$ cat config.mk
export PLATFORM = sky130hd
export DESIGN_NAME = pst_ctrl
export DESIGN_NICKNAME = d
export VERILOG_FILES = /design/src/sv/pst_pkg.sv /design/src/sv/pst_ctrl.sv
export SDC_FILE = /design/constraint.sdc
export NUM_CORES = 1
export LEC_CHECK = 0
export BUFFER_PORTS_ARGS = -buffer_cell sky130_fd_sc_hd__buf_4
export CAP_MARGIN = 40
export CORE_AREA = 4 4 41 43
export DETAILED_ROUTE_END_ITERATION = 12
export DIE_AREA = 0 0 45 47
export SYNTH_ARGS = -nofsm -noshare
export SYNTH_HDL_FRONTEND = slang
export SYNTH_SLANG_ARGS = --single-unit
$ cat constraint.sdc
create_clock -name clk -period 1.6 [get_ports clk]
set_clock_uncertainty 0.15 [all_clocks]
set_input_delay 0.08 -clock clk [delete_from_list [all_inputs] [get_ports clk]]
set_output_delay 0.08 -clock clk [all_outputs]
set_load 0.02 [all_outputs]
$ cat src/sv/pst_pkg.sv
`timescale 1ns / 1ps
// Shared types and constants for the prefix sum tree engine.
// No dependencies; used by the controller, datapath and top level.
package pst_pkg;

    localparam int IDX_W  = 10;
    localparam int DATA_W = 32;
    localparam int SIZE_W = 11;
    // Tree position: holds index+1, the effective size and an upward step past it.
    localparam int POS_W  = 12;

    localparam logic [1:0] FN_ADD    = 2'd0;
    localparam logic [1:0] FN_PREFIX = 2'd1;
    localparam logic [1:0] FN_RANGE  = 2'd2;
    localparam logic [1:0] FN_RSVD   = 2'd3;

    typedef enum logic [2:0] {
        ST_CLEAR,
        ST_IDLE,
        ST_CHECK,
        ST_RD,
        ST_USE,
        ST_FINISH
    } state_t;

    typedef struct packed {
        logic clear;   // write zero at the sweep address, advance the sweep
        logic load;    // capture the input beat and the effective size
        logic start;   // set up the first walk
        logic read;    // read the entry at the current position
        logic step;    // fold the read entry in, move to the next position
        logic second;  // set up the low-end walk of a range query
        logic emit;    // load the result register
    } cmd_t;

    typedef struct packed {
        logic clear_last;
        logic err;
        logic walk_more;
        logic second_pending;
        logic out_free;
    } stat_t;

endpackage

$ cat src/sv/pst_ctrl.sv
`timescale 1ns / 1ps
// Sequencer for the prefix sum tree engine.
// Depends on pst_pkg for the state, command and status types.
module pst_ctrl
(
    input  logic            clk,
    input  logic            rst_n,
    input  logic            in_valid,
    output logic            in_stall,
    input  pst_pkg::stat_t  stat,
    output pst_pkg::cmd_t   cmd
);

    pst_pkg::state_t state_reg;
    pst_pkg::state_t state_next;

    always_ff @(posedge clk or negedge rst_n)
    begin
        if (!rst_n)
        begin
            state_reg <= pst_pkg::ST_CLEAR;
        end
        else
        begin
            state_reg <= state_next;
        end
    end

    always_comb
    begin
        state_next = state_reg;
        cmd        = '0;
        in_stall   = 1'b1;
        unique case (state_reg)
            pst_pkg::ST_CLEAR:
            begin
                cmd.clear = 1'b1;
                if (stat.clear_last)
                begin
                    state_next = pst_pkg::ST_IDLE;
                end
            end
            pst_pkg::ST_IDLE:
            begin
                in_stall = 1'b0;
                if (in_valid)
                begin
                    cmd.load   = 1'b1;
                    state_next = pst_pkg::ST_CHECK;
                end
            end
            pst_pkg::ST_CHECK:
            begin
                if (stat.err)
                begin
                    state_next = pst_pkg::ST_FINISH;
                end
                else
                begin
                    cmd.start  = 1'b1;
                    state_next = pst_pkg::ST_RD;
                end
            end
            pst_pkg::ST_RD:
            begin
                priority if (stat.walk_more)
                begin
                    cmd.read   = 1'b1;
                    state_next = pst_pkg::ST_USE;
                end
                else if (stat.second_pending)
                begin
                    cmd.second = 1'b1;
                end
                else
                begin
                    state_next = pst_pkg::ST_FINISH;
                end
            end
            pst_pkg::ST_USE:
            begin
                cmd.step   = 1'b1;
                state_next = pst_pkg::ST_RD;
            end
            pst_pkg::ST_FINISH:
            begin
                if (stat.out_free)
                begin
                    cmd.emit   = 1'b1;
                    state_next = pst_pkg::ST_IDLE;
                end
            end
            default:
            begin
                state_next = pst_pkg::ST_CLEAR;
            end
        endcase
    end

endmodule

Word-level counts from Yosys, hierarchy flattened
Index checks and enable logic that the tools add are counted.
Storage, ports and cells
  output and inout port bits: 8
  register bits after elaboration: 3
  word-level logic and storage cells: 33
  bits of input ports: 8
Operators by class
  equal/unequal tests: 9
  reduce and logical (&&, ||, !) cells: 2
  muxes and demuxes: 21
Operators with widths (number)
  $mux W3: 6
  $pmux W3 S6: 1
  $mux W1: 14
  $eq A3 B2 Y1 const B: 2
  $eq A3 B3 Y1 const B: 2
  $ne A2 B2 Y1 const B: 3
  $reduce_and A4 Y1: 1
  $eq A3 B1 Y1 const B: 1
  $logic_not A3 Y1: 1
  $ne A3 B3 Y1 const B: 1

Logic depth before layout (Yosys ltp)
Gate-level depths: netlist of run 1.
  word-level depth: 3
  depth in mapped cells: 4
  gate-level depth less buffers: 3

Least setup slack after synthesis of run 1
Ideal clock, no wire load.
  path kind: register to register
  start: register state_reg[1]
  end: register state_reg[0]
  path buffers: 1
  arrival time: 1.287 ns
  data required time: 1.288 ns
  library setup time: 0.162 ns
  path slack: 0.001 ns
  cell stages (with the launch flop): 5
  clock period less this slack: 1.599 ns
  path through: dfrtp_1 > buf_6 > nor4bb_2 > a31o_1 > a221oi_1
Between the ends
  longest elaborated chain between the ends: 3
  elaborated cells on any way between the ends: 12
  those cells by class: 9 x eq/ne; 1 x mux; 2 x reduce/logical
Ends and longest elaborated chain
  start: declaration: line pst_ctrl.sv:14  | pst_pkg::state_t state_reg;
  start signal: assignment: line pst_ctrl.sv:21  | state_reg <= pst_pkg::ST_CLEAR;
  start signal: assignment: line pst_ctrl.sv:25  | state_reg <= state_next;
  $eq A3 B2 Y1 (tied with other cells): line pst_ctrl.sv:34  | unique case (state_reg)
  $ne A3 B3 Y1 (no source line) or $ne A2 B2 Y1 (tied branches)
  $reduce_and A4 Y1 (no source line)
Parallel ways exist; a longest one is shown, timed or not.
A chain may end at the register's enable or synchronous reset.

==> results of run 1 <==
==> path summary, 6_finish.rpt <==
kind                                          startpoint                        to  slack (ns)  depth (start not counted)
worst max-delay path            state_reg[1]$_DFFE_PN0P_                    cmd[4]        0.05                          3
worst max register to register  state_reg[1]$_DFFE_PN0P_  state_reg[1]$_DFFE_PN0P_        0.15                          3
worst min register to register  state_reg[2]$_DFFE_PN0P_  state_reg[0]$_DFFE_PN0P_        0.44                          1
max in group asynchronous                          rst_n  state_reg[1]$_DFFE_PN0P_        1.17                          2
worst min-delay path                             stat[2]  state_reg[0]$_DFFE_PN0P_      -0.003                          3
min in group asynchronous                          rst_n  state_reg[2]$_DFFE_PN0P_        0.02                          2
==> power breakdown <==
part | total, W | internal, W | switching, W
sequential | 0.000209 | 0.000121 | 0.0000885
clock | 0.000138 | 0.0000938 | 0.0000444
combinational | 0.000521 | 0.000307 | 0.000215
total | 0.000869 | 0.000521 | 0.000348
==> critical path, stage by stage, from the launching register on <==
cell	delay, ns
dfrtp_2	0.45
or2b_1	0.28
nor3_2	0.17
buf_4	0.18
==> per-stage QoR <==
stage,instance area [um2],util
after floorplan,259,-
after CTS,439,0.338
after global routing,479,0.368
final,479,0.368
after detailed placement,382,0.293
after global placement,382,0.293
==> cells in the final DEF, fill, tap and decap left out, types with 2 or more instances in the layout <==
master and n:
and3_1 2, buf_4 20, clkbuf_4 3, dfrtp_2 3, dlygate4sd3_1 3, nor2b_1 3, or2b_1 2
==> routing by layer <==
metal  wire, um  vias to the layer above  GRT usage
met3         58                        3     0.0268
met5          0                        -          0
met4         28                        0      0.105
met1        315                      118     0.0890
li1           -                      147          -
met2        317                       14     0.0904
==> area by class of cell <==
type,count,area [um2]
fillers,140,822
repair buffers,23,180
multi-input cells,20,171
clock buffers,4,26.3
flip-flops and latches,3,78.8
inverters,1,3.75
well taps,15,18.8
==> repair_timing <==
action / in CTS / in global routing
buffers inserted: 0 / 4
resized for setup: 1 / 4
hold endpoints to repair: 5 / 0
hold buffers: 3 / 0
endpoints found under the setup margin: 2 / 3
==> cell families (layout without fill, tap and decap cells) <==
group | after synthesis | in the layout | share of synthesized area
AOI/OAI and AO/OA | 5 | 5 | 0.159
buffers and inverters | 3 | 28 | 0.0773
DFF | 3 | 3 | 0.290
muxes | 1 | 1 | 0.0580
and+or+nand+nor | 14 | 14 | 0.415
==> metrics.md, run 1 <==
| Metric | Value |
|---|---|
| Worst-Skew Late Latency | `0.24 ns` |
| Largest area contributor in the netlist | `dfrtp_1` |
| Routed vias | `282` |
| Total chip power | `0.000869 W` |
| Synth Register Bits | `3` |
| Crit share post-route | `0.969` |
| GPL Wtd Cong | `0.623` |
| Synth Area per Inst | `9.96 um2` |
| Initial antenna violation count | `0` |
| Clock sink count | `3` |
| DR WL/cell | `10.9 um` |
| Total number of yosys warnings | `0` |
| Row cnt | `13` |
| Failing checks | `negative hold slack` |
| Initial Utilization | `0.199` |
| Ys flop type | `dfrtp_1` |
| First-pass GRT wire length | `1.05 mm` |
| VDD IR max | `0.535 mV` |
| Synth top cells by count | `3 x dfrtp_1, 3 x nor2b_1, 2 x and3_1, 2 x or2b_1` |
| Worst slew margin | `0.817` |
| Inst Count DP | `55` |
| Crit path max fanout | `10` |
| Mapped Area | `259 um2` |
| Max reg flops | `3` |
| Final min period | `1.55 ns` |
| Cells after Synth | `26` |
| Post-synth top area share | `0.290` |
| CTS Buffer Depth | `2` |
| Worst Hold Class | `input port to register` |
| Worst slew pin tran | `0.271 ns` |
| Post-Layout Cell Count | `66` |
| Clock transition at path regs | `0.04 ns` |
| Dpl ws | `0.215 ns` |
| Synth unique cells | `20` |
| Largest net degree at the start of global routing | `12` |
| Final WS setup | `0.0502 ns` |
| Syn_nets | `34` |
| Top Ports | `16` |
| Area growth syn-to-layout | `85.0%` |
| Core Region | `1300 um2` |
| Asr flop ratio synth | `1.00` |
| Critical Path Sink Type | `output pin` |
| Status | `complete, but fails checks` |
| Critical path type | `register to output pin` |
| PwrDens | `1810 nW/um2` |
| Post-synth EDFFs | `0` |
| CTS Buf Count | `3` |
| Die Y | `47 um` |
| Vias in the first global route | `265` |
| Hpwl dp | `492 um` |
| Fmax achieved | `645 MHz` |
| Fin. Hold Viols | `1` |
| Worst EP arrival | `1.32 ns` |
| H-tree depth | `1` |
| IO Port Bufs | `15` |
| Slew Limit Fails | `0` |
| Layout net count | `60` |
| Gr usage total | `0.0759` |
| Die ar. | `2120 um2` |
| CTS tree | `yes` |
| Root Buffer | `clkbuf_4` |
| Avg Vias per Cell | `4.27` |
| Required time of the critical path | `1.37 ns` |
| Congestion Overflow GR | `0` |
| LEAKAGE | `0.240 nW` |
| Diode count | `0` |
| CP Launch Type | `register` |
| Initial detailed-routing violation count | `3` |
| ANT nets after route | `0` |
| 1st-pass router iterations | `2` |
| DIE WIDTH | `45 um` |
| Setup TNS | `0 ns` |
| Sequential fraction of the synthesis area | `0.290` |
| DRC | `0` |
| Final setup violation count | `0` |
| Max-Cap Viols | `0` |
| Area contributors post-synth | `dfrtp_1 29%, nor2b_1 7.2%, nor4bb_2 6.3%, mux2_4 5.8%, or2b_1 5.8%` |
| Final WL | `720 um` |
| Ratio of cells with drive above 1 in the final layout | `0.608` |
| Hold slack | `-0.00318 ns` |
| RSZ-0062 raised after global routing | `yes` |
Power figures use the tool's default switching activity.
==> run 2: changes to the inputs <==
- HOLD_SLACK_MARGIN: default -> 0.1
- RECOVER_POWER: default -> 100
==> metrics.md, run 2 (same netlist as run 1, synthesis figures left out) <==
| Metric | Value |
|---|---|
| Most frequent cells in the layout | `19 x buf_4, 6 x dlygate4sd3_1, 4 x clkbuf_4` |
| LEAKAGE | `0.252 nW` |
| Max-Cap Viols | `0` |
| Final setup violation count | `0` |
| DRC | `0` |
| Die Y | `47 um` |
| Congestion Overflow GR | `0` |
| Top Ports | `16` |
| Row cnt | `13` |
| Initial Utilization | `0.199` |
| CTS tree | `yes` |
| Diode count | `0` |
| Post-Layout Cell Count | `69` |
| DIE WIDTH | `45 um` |
| Fin. Hold Viols | `0` |
| IO Port Bufs | `15` |
| Setup TNS | `0 ns` |
| Gr usage total | `0.0831` |
| Largest net degree at the start of global routing | `12` |
| CTS Buffer Depth | `2` |
| Ratio of cells with drive above 1 in the final layout | `0.574` |
| Crit share post-route | `0.968` |
| Layout net count | `63` |
| CTS Buf Count | `3` |
| Dpl ws | `0.215 ns` |
| Top Family by Delay on Critical Path | `simple AND/OR/NAND/NOR gates` |
| Status | `complete, no violations` |
| Initial antenna violation count | `0` |
| Clock transition at path regs | `0.04 ns` |
| Required time of the critical path | `1.37 ns` |
| Avg Vias per Cell | `4.32` |
| Crit path max fanout | `10` |
| Critical Path Sink Type | `output pin` |
| Slew Limit Fails | `0` |
| Clock sink count | `3` |
| Commonest non-fill, non-tap cell in the layout | `buf_4` |
| H-tree depth | `1` |
| Max reg flops | `3` |
| Cell Chain, Critical Path | `or2b_1 > nor3_2 > buf_4` |
| PwrDens | `1720 nW/um2` |
| RSZ-0062 raised after global routing | `yes` |
| Hpwl dp | `492 um` |
| Routed vias | `298` |
| Final min period | `1.55 ns` |
| DR WL/cell | `10.9 um` |
| Total chip power | `0.000874 W` |
| VDD IR max | `0.535 mV` |
| Critical-path top delay cell | `dfrtp_2` |
| Crit path buffers/inverters | `1` |
| Fmax achieved | `646 MHz` |
| First-pass GRT wire length | `1.17 mm` |
| Area growth syn-to-layout | `96.6%` |
| Worst Hold Class | `input port to register` |
| GPL Wtd Cong | `0.623` |
| Worst slew margin | `0.816` |
| Root Buffer | `clkbuf_4` |
| Worst slew pin tran | `0.273 ns` |
| 1st-pass router iterations | `2` |
| Inst Count DP | `55` |
| CP peak stage delay | `0.45 ns` |
| Critical path type | `register to output pin` |
| Die ar. | `2120 um2` |
| Worst EP arrival | `1.32 ns` |
| Vias in the first global route | `297` |
| Worst-Skew Late Latency | `0.24 ns` |
| Final WS setup | `0.0510 ns` |
| Final WL | `751 um` |
| Placed instance area | `382 um2` |
| ANT nets after route | `0` |
| Initial detailed-routing violation count | `3` |
| Final instance area | `509 um2` |
| CP Launch Type | `register` |
| Core Region | `1300 um2` |
-- run 2: where the power goes --
group	switching [W]	leakage (nW)	internal, W	total [W]
registers	0.0000885	0.0333	0.000121	0.000209
logic	0.000216	0.204	0.000311	0.000527
clock network	0.0000439	0.0150	0.0000938	0.000138
total	0.000348	0.252	0.000526	0.000874
-- run 2: worst register-to-register path, stage by stage, from the launching register on --
cell,delay (ns)
dfrtp_2,0.46
buf_4,0.16
mux2_4,0.28
a211o_1,0.28
-- run 2: path summary, 6_finish.rpt --
check | startpoint | slack, ns | end | cells past startpoint
max in group asynchronous | rst_n | 0.54 | state_reg[1]$_DFFE_PN0P_ | 3
setup / recovery | state_reg[1]$_DFFE_PN0P_ | 0.05 | cmd[4] | 3
min in group asynchronous | rst_n | 0.59 | state_reg[0]$_DFFE_PN0P_ | 3
setup reg to reg | state_reg[1]$_DFFE_PN0P_ | 0.15 | state_reg[1]$_DFFE_PN0P_ | 3
hold / removal | stat[0] | 0.15 | state_reg[2]$_DFFE_PN0P_ | 4
hold reg to reg | state_reg[2]$_DFFE_PN0P_ | 0.44 | state_reg[0]$_DFFE_PN0P_ | 1
-- run 2: area by class of cell --
type | instances | area, um2
inverters | 1 | 3.75
repair buffers | 26 | 210
multi-input cells | 20 | 171
fillers | 136 | 792
clock buffers | 4 | 26.3
well taps | 15 | 18.8
flip-flops and latches | 3 | 78.8
-- run 2: per-layer routing --
metal / share of wire / global-route usage
met1: 0.43 / 0.0936
met2: 0.46 / 0.110
met3: 0.067 / 0.0268
met4: 0.037 / 0.105
met5: 0 / 0
-- run 2: repair_timing --
action / in CTS / in global routing
setup endpoints to repair: 2 / 3
cloned: 0 / 0
gates resized for setup: 1 / 4
hold buffers: 6 / 0
pin swaps: 0 / 0
endpoints found under the hold margin: 6 / 0
buffers inserted: 0 / 4
-- run 2: per-stage QoR --
step | hold slack [ns] | utilization
2_1_floorplan | -0.366 | -
3_3_place_gp | -0.279 | 0.293
3_5_place_dp | -0.279 | 0.293
4_1_cts | 0.159 | 0.361
5_1_grt | 0.194 | 0.391
6_report | 0.153 | 0.391
